`src/rtl/crc8fb_pkg.sv`:
```
// Package with the transaction types, frame constants and CRC function of the frame builder.
package crc8fb_pkg;

	// Frame delimiters and the reflected CRC-8 polynomial.
	localparam logic [7:0] FRAME_HEADER = 8'h12;
	localparam logic [7:0] FRAME_TAIL   = 8'h13;
	localparam logic [7:0] CRC_POLY     = 8'hD5;

	// One input transaction: a payload byte and its end-of-frame flag.
	typedef struct packed {
		logic [7:0] payload_byte;
		logic       last_in_frame;
	} in_t;

	// One output transaction: a frame byte and the tail marker.
	typedef struct packed {
		logic [7:0] out_byte;
		logic       end_of_frame;
	} out_t;

	// Everything the output sequencer needs to emit the bytes of one item.
	typedef struct packed {
		logic [7:0] payload_byte;
		logic [7:0] crc;
		logic       need_header;
		logic       need_tail;
	} slot_t;

	// Output sequencer phases, one-hot.
	typedef enum logic [3:0] {
		PH_HEADER  = 4'b0001,
		PH_PAYLOAD = 4'b0010,
		PH_CRC     = 4'b0100,
		PH_TAIL    = 4'b1000
	} phase_t;

	// Byte-wide LSB-first CRC-8 update; the eight bit steps flatten into XOR logic.
	function automatic logic [7:0] crc_update(input logic [7:0] crc, input logic [7:0] data);
		logic [7:0] c;
		logic       mix;
		c = crc;
		for (int k = 0; k < 8; k++) begin
			mix = c[0] ^ data[k];
			c = {1'b0, c[7:1]};
			if (mix) begin
				c = c ^ CRC_POLY;
			end
		end
		return c;
	endfunction

endpackage

```
`src/rtl/crc8_frame_builder.sv`:
```
// Top level of the CRC-8 serial frame builder.
// Takes one payload byte per transaction and emits the frame one byte per output transaction:
// header 0x12 before the first payload byte, each payload byte unchanged, and after the byte
// flagged last the reflected CRC-8 (polynomial 0xD5, LSB first, starting at 0, payload only)
// followed by tail 0x13 with end_of_frame set. The output side moves one byte per cycle while
// the output is not stalled, and an item yields 1 to 4 bytes: 1 for a byte inside a frame, 2
// for a frame's first byte, 3 for its last, 4 for a single-byte frame. An item is taken in
// the same cycle the previous item's final byte enters the output register, so middle bytes
// stream at one item per cycle unless stalled; the CRC is updated when an item is accepted.
module crc8_frame_builder (
	input  logic              clk,
	input  logic              arst_n,
	input  logic              item_valid,
	output logic              item_stall,
	input  crc8fb_pkg::in_t   item,
	output logic              result_valid,
	input  logic              result_stall,
	output crc8fb_pkg::out_t  result
);

	logic              inside_frame_q;
	logic [7:0]        running_crc_q;
	logic [7:0]        crc_start;
	logic [7:0]        crc_next;
	logic              accept;
	logic              seq_ready;
	crc8fb_pkg::slot_t slot;

	assign accept     = item_valid && seq_ready;
	assign item_stall = !seq_ready;

	// CRC of the frame so far including this byte; a new frame starts from zero.
	assign crc_start = inside_frame_q ? running_crc_q : 8'h00;
	assign crc_next  = crc8fb_pkg::crc_update(crc_start, item.payload_byte);

	// Prepared item handed to the output sequencer.
	always_comb begin
		slot.payload_byte = item.payload_byte;
		slot.crc          = crc_next;
		slot.need_header  = !inside_frame_q;
		slot.need_tail    = item.last_in_frame;
	end

	// Frame state, advanced at each accepted transaction.
	always_ff @(posedge clk or negedge arst_n) begin
		if (!arst_n) begin
			inside_frame_q <= 1'b0;
			running_crc_q  <= 8'h00;
		end else if (accept) begin
			inside_frame_q <= !item.last_in_frame;
			running_crc_q  <= item.last_in_frame ? 8'h00 : crc_next;
		end
	end

	crc8fb_out_seq u_out_seq (
		.clk          (clk),
		.arst_n       (arst_n),
		.load_valid   (item_valid),
		.load_slot    (slot),
		.load_ready   (seq_ready),
		.result_valid (result_valid),
		.result_stall (result_stall),
		.result       (result)
	);

endmodule

```
`src/rtl/crc8fb_out_seq.sv`:
```
// Output sequencer: holds one prepared item and emits its frame bytes through an output register.
module crc8fb_out_seq (
	input  logic               clk,
	input  logic               arst_n,
	input  logic               load_valid,
	input  crc8fb_pkg::slot_t  load_slot,
	output logic               load_ready,
	output logic               result_valid,
	input  logic               result_stall,
	output crc8fb_pkg::out_t   result
);

	crc8fb_pkg::slot_t  slot_s1;
	logic               slot_valid_s1;
	crc8fb_pkg::phase_t phase_q;
	crc8fb_pkg::phase_t phase_next;
	logic               result_valid_q;
	crc8fb_pkg::out_t   result_q;
	crc8fb_pkg::out_t   emit_data;
	logic               out_load;
	logic               emit;
	logic               final_byte;
	logic               done;

	// The output register takes a new byte when empty or when its byte is taken.
	assign out_load   = !result_valid_q || !result_stall;
	assign emit       = slot_valid_s1 && out_load;
	assign final_byte = (phase_q == crc8fb_pkg::PH_TAIL) ||
	                    ((phase_q == crc8fb_pkg::PH_PAYLOAD) && !slot_s1.need_tail);
	assign done       = emit && final_byte;
	assign load_ready = !slot_valid_s1 || done;

	// Select the byte of the current phase and the phase after it.
	always_comb begin
		emit_data.end_of_frame = 1'b0;
		case (phase_q)
			crc8fb_pkg::PH_HEADER: begin
				emit_data.out_byte = crc8fb_pkg::FRAME_HEADER;
				phase_next         = crc8fb_pkg::PH_PAYLOAD;
			end
			crc8fb_pkg::PH_PAYLOAD: begin
				emit_data.out_byte = slot_s1.payload_byte;
				phase_next         = crc8fb_pkg::PH_CRC;
			end
			crc8fb_pkg::PH_CRC: begin
				emit_data.out_byte = slot_s1.crc;
				phase_next         = crc8fb_pkg::PH_TAIL;
			end
			crc8fb_pkg::PH_TAIL: begin
				emit_data.out_byte     = crc8fb_pkg::FRAME_TAIL;
				emit_data.end_of_frame = 1'b1;
				phase_next             = crc8fb_pkg::PH_HEADER;
			end
			default: begin
				emit_data.out_byte = slot_s1.payload_byte;
				phase_next         = crc8fb_pkg::PH_HEADER;
			end
		endcase
	end

	// Item stage: load a new item when empty or as the previous one finishes, else retire or step the phase.
	always_ff @(posedge clk or negedge arst_n) begin
		if (!arst_n) begin
			slot_valid_s1 <= 1'b0;
			phase_q       <= crc8fb_pkg::PH_HEADER;
		end else if (load_valid && load_ready) begin
			slot_valid_s1 <= 1'b1;
			phase_q       <= load_slot.need_header ? crc8fb_pkg::PH_HEADER
			                                       : crc8fb_pkg::PH_PAYLOAD;
		end else if (done) begin
			slot_valid_s1 <= 1'b0;
		end else if (emit) begin
			phase_q <= phase_next;
		end
	end

	// Item payload register.
	always_ff @(posedge clk) begin
		if (load_valid && load_ready) begin
			slot_s1 <= load_slot;
		end
	end

	// Output register valid.
	always_ff @(posedge clk or negedge arst_n) begin
		if (!arst_n) begin
			result_valid_q <= 1'b0;
		end else if (out_load) begin
			result_valid_q <= slot_valid_s1;
		end
	end

	// Output register data.
	always_ff @(posedge clk) begin
		if (emit) begin
			result_q <= emit_data;
		end
	end

	assign result_valid = result_valid_q;
	assign result       = result_q;

endmodule

```
`config.mk`:
```
export PLATFORM = sky130hd
export DESIGN_NAME = crc8_frame_builder
export DESIGN_NICKNAME = d
export VERILOG_FILES = /design/src/rtl/crc8fb_pkg.sv /design/src/rtl/crc8_frame_builder.sv /design/src/rtl/crc8fb_out_seq.sv
export SDC_FILE = /design/constraint.sdc
export NUM_CORES = 1
export LEC_CHECK = 0
export BUFFER_PORTS_ARGS = -buffer_cell sky130_fd_sc_hd__buf_2
export CAP_MARGIN = 20
export CORE_MARGIN = 2
export CORE_UTILIZATION = 35
export DETAILED_ROUTE_END_ITERATION = 6
export SYNTH_ARGS = -nofsm -noshare
export SYNTH_HDL_FRONTEND = slang
export SYNTH_HIERARCHICAL = 1
export SYNTH_SLANG_ARGS = --single-unit
```
`constraint.sdc`:
```
create_clock -name clk -period 2 [get_ports clk]
set_input_delay 0.4 -clock clk [delete_from_list [all_inputs] [get_ports clk]]
set_output_delay 0.4 -clock clk [all_outputs]
set_load 0.03 [all_outputs]
```
==> results of run 1 <==
metrics by stage:
step / total power [µW] / worst slack (ns) / instances / TNS, ns
5_1_grt: 5306 / -0.06879 / 306 / -0.1621
6_report: 4994 / -0.01224 / 306 / -0.01224
2_1_floorplan: 3319 / 0.001562 / 172 / 0
3_3_place_gp: 3961 / -0.09612 / 289 / -0.2193
3_5_place_dp: 3978 / -0.1062 / 289 / -0.2751
4_1_cts: 4827 / -0.01890 / 300 / -0.02280
how the worst min path moves through the flow:
stage	end	from	cells past startpoint	slack, ns
after floorplan	inside_frame_q$_DFFE_PN0P_	arst_n	0	0.10
after global placement	u_out_seq/slot_valid_s1$_DFFE_PN0P_	arst_n	1	0.33
after detailed placement	u_out_seq/slot_valid_s1$_DFFE_PN0P_	arst_n	1	0.34
after CTS	running_crc_q[5]$_DFFE_PN0P_	arst_n	1	0.01
after global routing	u_out_seq/result_valid$_DFFE_PN0N_	arst_n	1	0.03
final	u_out_seq/slot_valid_s1$_DFFE_PN0P_	arst_n	1	0.01
cell type report:
| class | count | share of cell area (%) |
|---|---|---|
| clock inverters | 3 | 2.290 |
| flip-flops and latches | 41 | 40.77 |
| well taps | 75 | 3.303 |
| inverters | 10 | 1.321 |
| repair buffers | 57 | 13.47 |
| multi-input cells | 115 | 36.42 |
| clock buffers | 5 | 2.422 |
layer usage:
metal / wire [µm] / track usage, %
met2: 1947 / 20.01
met3: 148 / 3.280
met4: 39 / 3.959
met1: 1953 / 16.45
met5: 0 / 0
power by group through the flow:
stage	Combinational, µW	Sequential [µW]	Clock (µW)
after floorplan	1760	1560	0
after global placement	2470	1490	0
after detailed placement	2490	1490	0
after CTS	2550	1480	806
after global routing	2970	1510	831
final	2740	1480	780
kinds of logic after synthesis:
family                 Yosys count  synth area share, %
XOR/XNOR                        38                22.68
AND/OR/NAND/NOR                 42                9.751
flip-flops                      41                52.44
AO/OA/AOI/OAI                   35                11.73
buffers and inverters           16                3.401
registers in the layout, summed over array words and instances, names as in the netlist:
| signal | cells |
|---|---|
| u_out_seq/slot_s1 | 17 |
| u_out_seq/result | 9 |
| running_crc_q | 8 |
| u_out_seq/phase_q | 4 |
| inside_frame_q | 1 |
| u_out_seq/result_valid | 1 |
| u_out_seq/slot_valid_s1 | 1 |
layout by cell type, fill, tap and decap left out, types with 2 or more instances in the layout:
cell / instances
buf_2: 23
a221o_1: 2
bufinv_16: 2
xnor2_2: 9
nor2_1: 9
xor2_2: 5
inv_1: 8
xnor2_1: 9
nand2_2: 3
inv_2: 2
a21oi_1: 7
xnor3_1: 5
clkbuf_8: 5
dfrtp_1: 13
nand2b_1: 3
xor2_1: 7
o21ai_1: 4
or3_4: 2
edfxtp_1: 26
nand2_1: 13
buf_4: 33
nor3_1: 4
a22o_1: 11
xor3_1: 2
a31oi_1: 4
worst max-delay path, stage by stage, from the launching register on:
cell,delay [ns]
dfrtp_1,0.42
xnor2_2,0.14
nor2_1,0.13
xnor2_1,0.15
xor3_1,0.46
xnor3_1,0.42
inv_1,0.05
what timing repair did:
item                                    in CTS  in global routing
hold buffers                                 0                  0
gates resized for setup                      2                 10
hold endpoints to repair                     0                  0
endpoints found under the setup margin       2                 10
pin swaps                                    2                  9
cloned                                       0                  0
buffers inserted                             3                  6
==> impl_metrics.json, run 1 <==
{
  "status": "finished, violations left",
  "violations": "setup timing",
  "antenna_found_initial": 0,
  "critPathKind": "reg -> reg",
  "synth_area_leaders": "edfxtp_1, dfrtp_1, xnor2_1",
  "crit_required_ns": 2.05,
  "vdd_drop_max_mv": 0.6458,
  "syn-instance-count": 172,
  "endpoint": "u_out_seq/slot_s1[4]$_DFFE_PP_",
  "arrival_ns": 2.07,
  "clockBufferDepth": 2,
  "portBuffers": 23,
  "grt_first_pass_wirelength_mm": 6.755,
  "cp-start-kind": "flop",
  "die_area_um2": 6957,
  "fin_util_pct": 47.43,
  "path_clk_slew_ns": 0.08,
  "viasPerCell": 4.549,
  "nets": 243,
  "clk_latency_ns": 0.29,
  "hold_path_class": "in -> async",
  "yosys_most_used_dff": "edfxtp_1",
  "area_delta_synth_final_pct": 28.74,
  "cts-root-buf": "clkbuf_8",
  "synthTopCellsByCount": "edfxtp_1, nand2_1, dfrtp_1, xnor2_1, a22o_1",
  "grt_usage_pct": 12.44,
  "dieHeight_um": 83.41,
  "row_count": 28,
  "seqPwrFrac_pct": 29.6,
  "leakage_uw": 0.001250,
  "drt-wirelength-per-cell_um": 13.36,
  "maxSlewHeadroom_pct": 69.84,
  "power.internal_uw": 3283,
  "power_density_nw_per_um2": 1758,
  "start_util_pct": 36.84,
  "synth_area_um2": 2207,
  "cts.sinks": 41,
  "yosysSeqAreaShare_pct": 52.44,
  "path_max_fanout": 3,
  "r2r-end": "u_out_seq/slot_s1[4]$_DFFE_PP_",
  "core_area_um2": 5991,
  "drv_cap": 0,
  "drtPass1Iterations": 4,
  "rr_worst_depth": 6,
  "finalMaxSlewViolations": 0,
  "grt_pass1_vias": 1394,
  "numCtsBuffers": 5,
  "combPwrFrac_pct": 54.8,
  "yosys.area.top_type_share_pct": 35.37,
  "multi_input_area_um2": 1035,
  "fillCellCount": 540,
  "tightest_slew_ns": 0.4500,
  "wl_mm": 4.089,
  "yosys_warnings": 6,
  "fin_ws_ns": -0.01224,
  "synth.most_common_cell": "edfxtp_1",
  "stdcell_area_um2": 2841,
  "place.gp.congestion": 0.7906,
  "min_period_over_period_pct": 100.6,
  "fmax_mhz": 497.0,
  "layout.area.seq_um2": 1159,
  "grt_max_degree": 22,
  "first_iter_violations": 99,
  "r2r-start": "running_crc_q[5]$_DFFE_PN0P_",
  "ys_types": 42,
  "hold_slack_ns": 0.01311,
  "antennaDiodeCount": 0,
  "cts_tree": "built",
  "drt.antenna.violating_nets": 0,
  "drc": 0,
  "synth-seq-cells": 41,
  "synth_edf_count": 26,
  "syn_area_per_cell_um2": 12.83,
  "vias": 1392,
  "drive_gt1_share_pct": 41.56,
  "cts.htree.levels": 2,
  "dieWidth_um": 83.41,
  "cp-startpoint": "running_crc_q[5]$_DFFE_PN0P_",
  "critPathCaptureType": "flop",
  "min_period_ns": 2.012,
  "dpl_cell_area_um2": 2579,
  "setup_viol": 1,
  "syn_nets": 185,
  "hold_violations": 0,
  "fin_skew_ns": 0.002918,
  "async_reset_ff_share_pct": 36.59,
  "ff2ff_setup_slack_ns": -0.01,
  "yosys.area.top_type": "edfxtp_1",
  "clockPowerShare_pct": 15.6,
  "ioPinCount": 24,
  "swShare_pct": 34.26,
  "p_switching_uw": 1711,
  "overflow": 0,
  "grt_setup_unrepaired": "yes",
  "dp_hpwl_mm": 3.049
}
Note: power is estimated with default switching activity, not from simulation.
==> run 2: changes to the inputs <==
Settings changed: SKIP_LAST_GASP from default to 1.
==> impl_metrics.json, run 2 (synthesis gave the netlist of run 1 again) <==
{
  "start_util_pct": 36.84,
  "area_delta_synth_final_pct": 28.40,
  "hold_violations": 0,
  "r2r-end": "u_out_seq/slot_s1[4]$_DFFE_PP_",
  "grt_pass1_vias": 1394,
  "drtPass1Iterations": 4,
  "tightest_slew_ns": 0.4500,
  "power_density_nw_per_um2": 1756,
  "cts.sinks": 41,
  "path_max_fanout": 3,
  "fin_util_pct": 47.31,
  "violations": "setup timing",
  "setup_viol": 1,
  "maxSlewHeadroom_pct": 69.84,
  "vias": 1394,
  "drc": 0,
  "rr_worst_depth": 6,
  "min_period_over_period_pct": 100.7,
  "dieWidth_um": 83.41,
  "cts-root-buf": "clkbuf_8",
  "portBuffers": 23,
  "nets": 243,
  "final.setup.tns_ns": -0.01368,
  "fin_ws_ns": -0.01368,
  "arrival_ns": 2.07,
  "wl_mm": 4.097,
  "clk_latency_ns": 0.29,
  "core_area_um2": 5991,
  "numCtsBuffers": 5,
  "r2r-start": "running_crc_q[5]$_DFFE_PN0P_",
  "leakage_uw": 0.001244,
  "drt-wirelength-per-cell_um": 13.39,
  "first_iter_violations": 99,
  "largest_reg_flops": 17,
  "drt.antenna.violating_nets": 0,
  "regMostFlops": "u_out_seq/slot_s1",
  "vdd_drop_max_mv": 0.6457,
  "crit_required_ns": 2.05,
  "grt_usage_pct": 12.44,
  "layout.cells.most_common_list": "buf_4, edfxtp_1, buf_2, nand2_1, dfrtp_1",
  "place_ws_ns": -0.1062,
  "layout_commonest_cell": "buf_4",
  "finalMaxSlewViolations": 0,
  "row_count": 28,
  "antennaDiodeCount": 0,
  "place.gp.congestion": 0.7906,
  "drive_gt1_share_pct": 41.13,
  "ff2ff_setup_slack_ns": -0.01,
  "cts.htree.levels": 2,
  "dieHeight_um": 83.41,
  "grt_max_degree": 22,
  "clockBufferDepth": 2,
  "drv_cap": 0,
  "fmax_mhz": 496.6,
  "viasPerCell": 4.556,
  "dp_hpwl_mm": 3.049,
  "ioPinCount": 24,
  "die_area_um2": 6957,
  "power.total_uw": 4977,
  "fillCellCount": 540,
  "grt_first_pass_wirelength_mm": 6.755,
  "hold_path_class": "in -> async",
  "cts_tree": "built",
  "min_period_ns": 2.014,
  "critPathCaptureType": "flop",
  "fin_skew_ns": 0.002918,
  "path_clk_slew_ns": 0.08,
  "antenna_found_initial": 0,
  "grt_setup_unrepaired": "yes",
  "overflow": 0,
  "critPathKind": "reg -> reg",
  "status": "finished, violations left",
  "fin_cells": 306,
  "cp-start-kind": "flop",
  "dp.cells": 289
}
-- run 2: cell types whose count changed in the layout (fill, tap and decap cells not counted) --
| cell | previous run | this run |
|---|---|---|
| xnor2_1 | 9 | 10 |
| xnor2_2 | 9 | 8 |
-- run 2: layer usage --
metal	vias to the layer above	routed length (µm)	global-route usage, %
met1	643	1958	16.45
met5	-	0	0
met4	0	39	3.959
li1	720	-	-
met3	4	148	3.280
met2	27	1950	20.01
-- run 2: repair_timing --
action,in CTS,in global routing
hold endpoints to repair,0,0
pin swaps,2,8
endpoints found under the setup margin,2,10
buffers inserted,3,6
gates resized for setup,2,9
hold buffers,0,0
-- run 2: worst max-delay path by stage --
stage,to,from
after floorplan,running_crc_q[4]$_DFFE_PN0P_,item[4]
after global placement,u_out_seq/slot_s1[4]$_DFFE_PP_,item[1]
after detailed placement,u_out_seq/slot_s1[4]$_DFFE_PP_,item[1]
after CTS,u_out_seq/slot_s1[4]$_DFFE_PP_,inside_frame_q$_DFFE_PN0P_
after global routing,u_out_seq/slot_s1[4]$_DFFE_PP_,running_crc_q[5]$_DFFE_PN0P_
final,u_out_seq/slot_s1[4]$_DFFE_PP_,running_crc_q[5]$_DFFE_PN0P_
-- run 2: critical path, cell delays in order, from the launching register on --
cell and delay, ns:
dfrtp_1 0.42, xnor2_2 0.14, nor2_1 0.13, xnor2_1 0.16, xor3_1 0.46, xnor3_1 0.42
inv_1 0.05
-- run 2: area by class of cell --
type / instances / area [µm²] / area share (%)
repair buffers: 57 / 382.9 / 13.51
clock inverters: 3 / 65.06 / 2.296
clock buffers: 5 / 68.82 / 2.428
inverters: 10 / 37.54 / 1.325
well taps: 75 / 93.84 / 3.311
flip-flops and latches: 41 / 1159 / 40.88
multi-input cells: 115 / 1027 / 36.25
-- run 2: metrics by stage --
step	instance area (µm²)	hold slack, ns
after floorplan	2207	0.1044
after global placement	2579	0.3291
after detailed placement	2579	0.3351
after CTS	2745	0.01338
after global routing	2834	0.03496
final	2834	0.01148
-- run 2: power breakdown --
group | switching [µW] | leakage [µW] | total, µW | internal (µW)
registers | 177 | 0.000428 | 1480 | 1300
clock network | 285 | 0.0000681 | 780 | 496
logic | 1240 | 0.000748 | 2720 | 1470
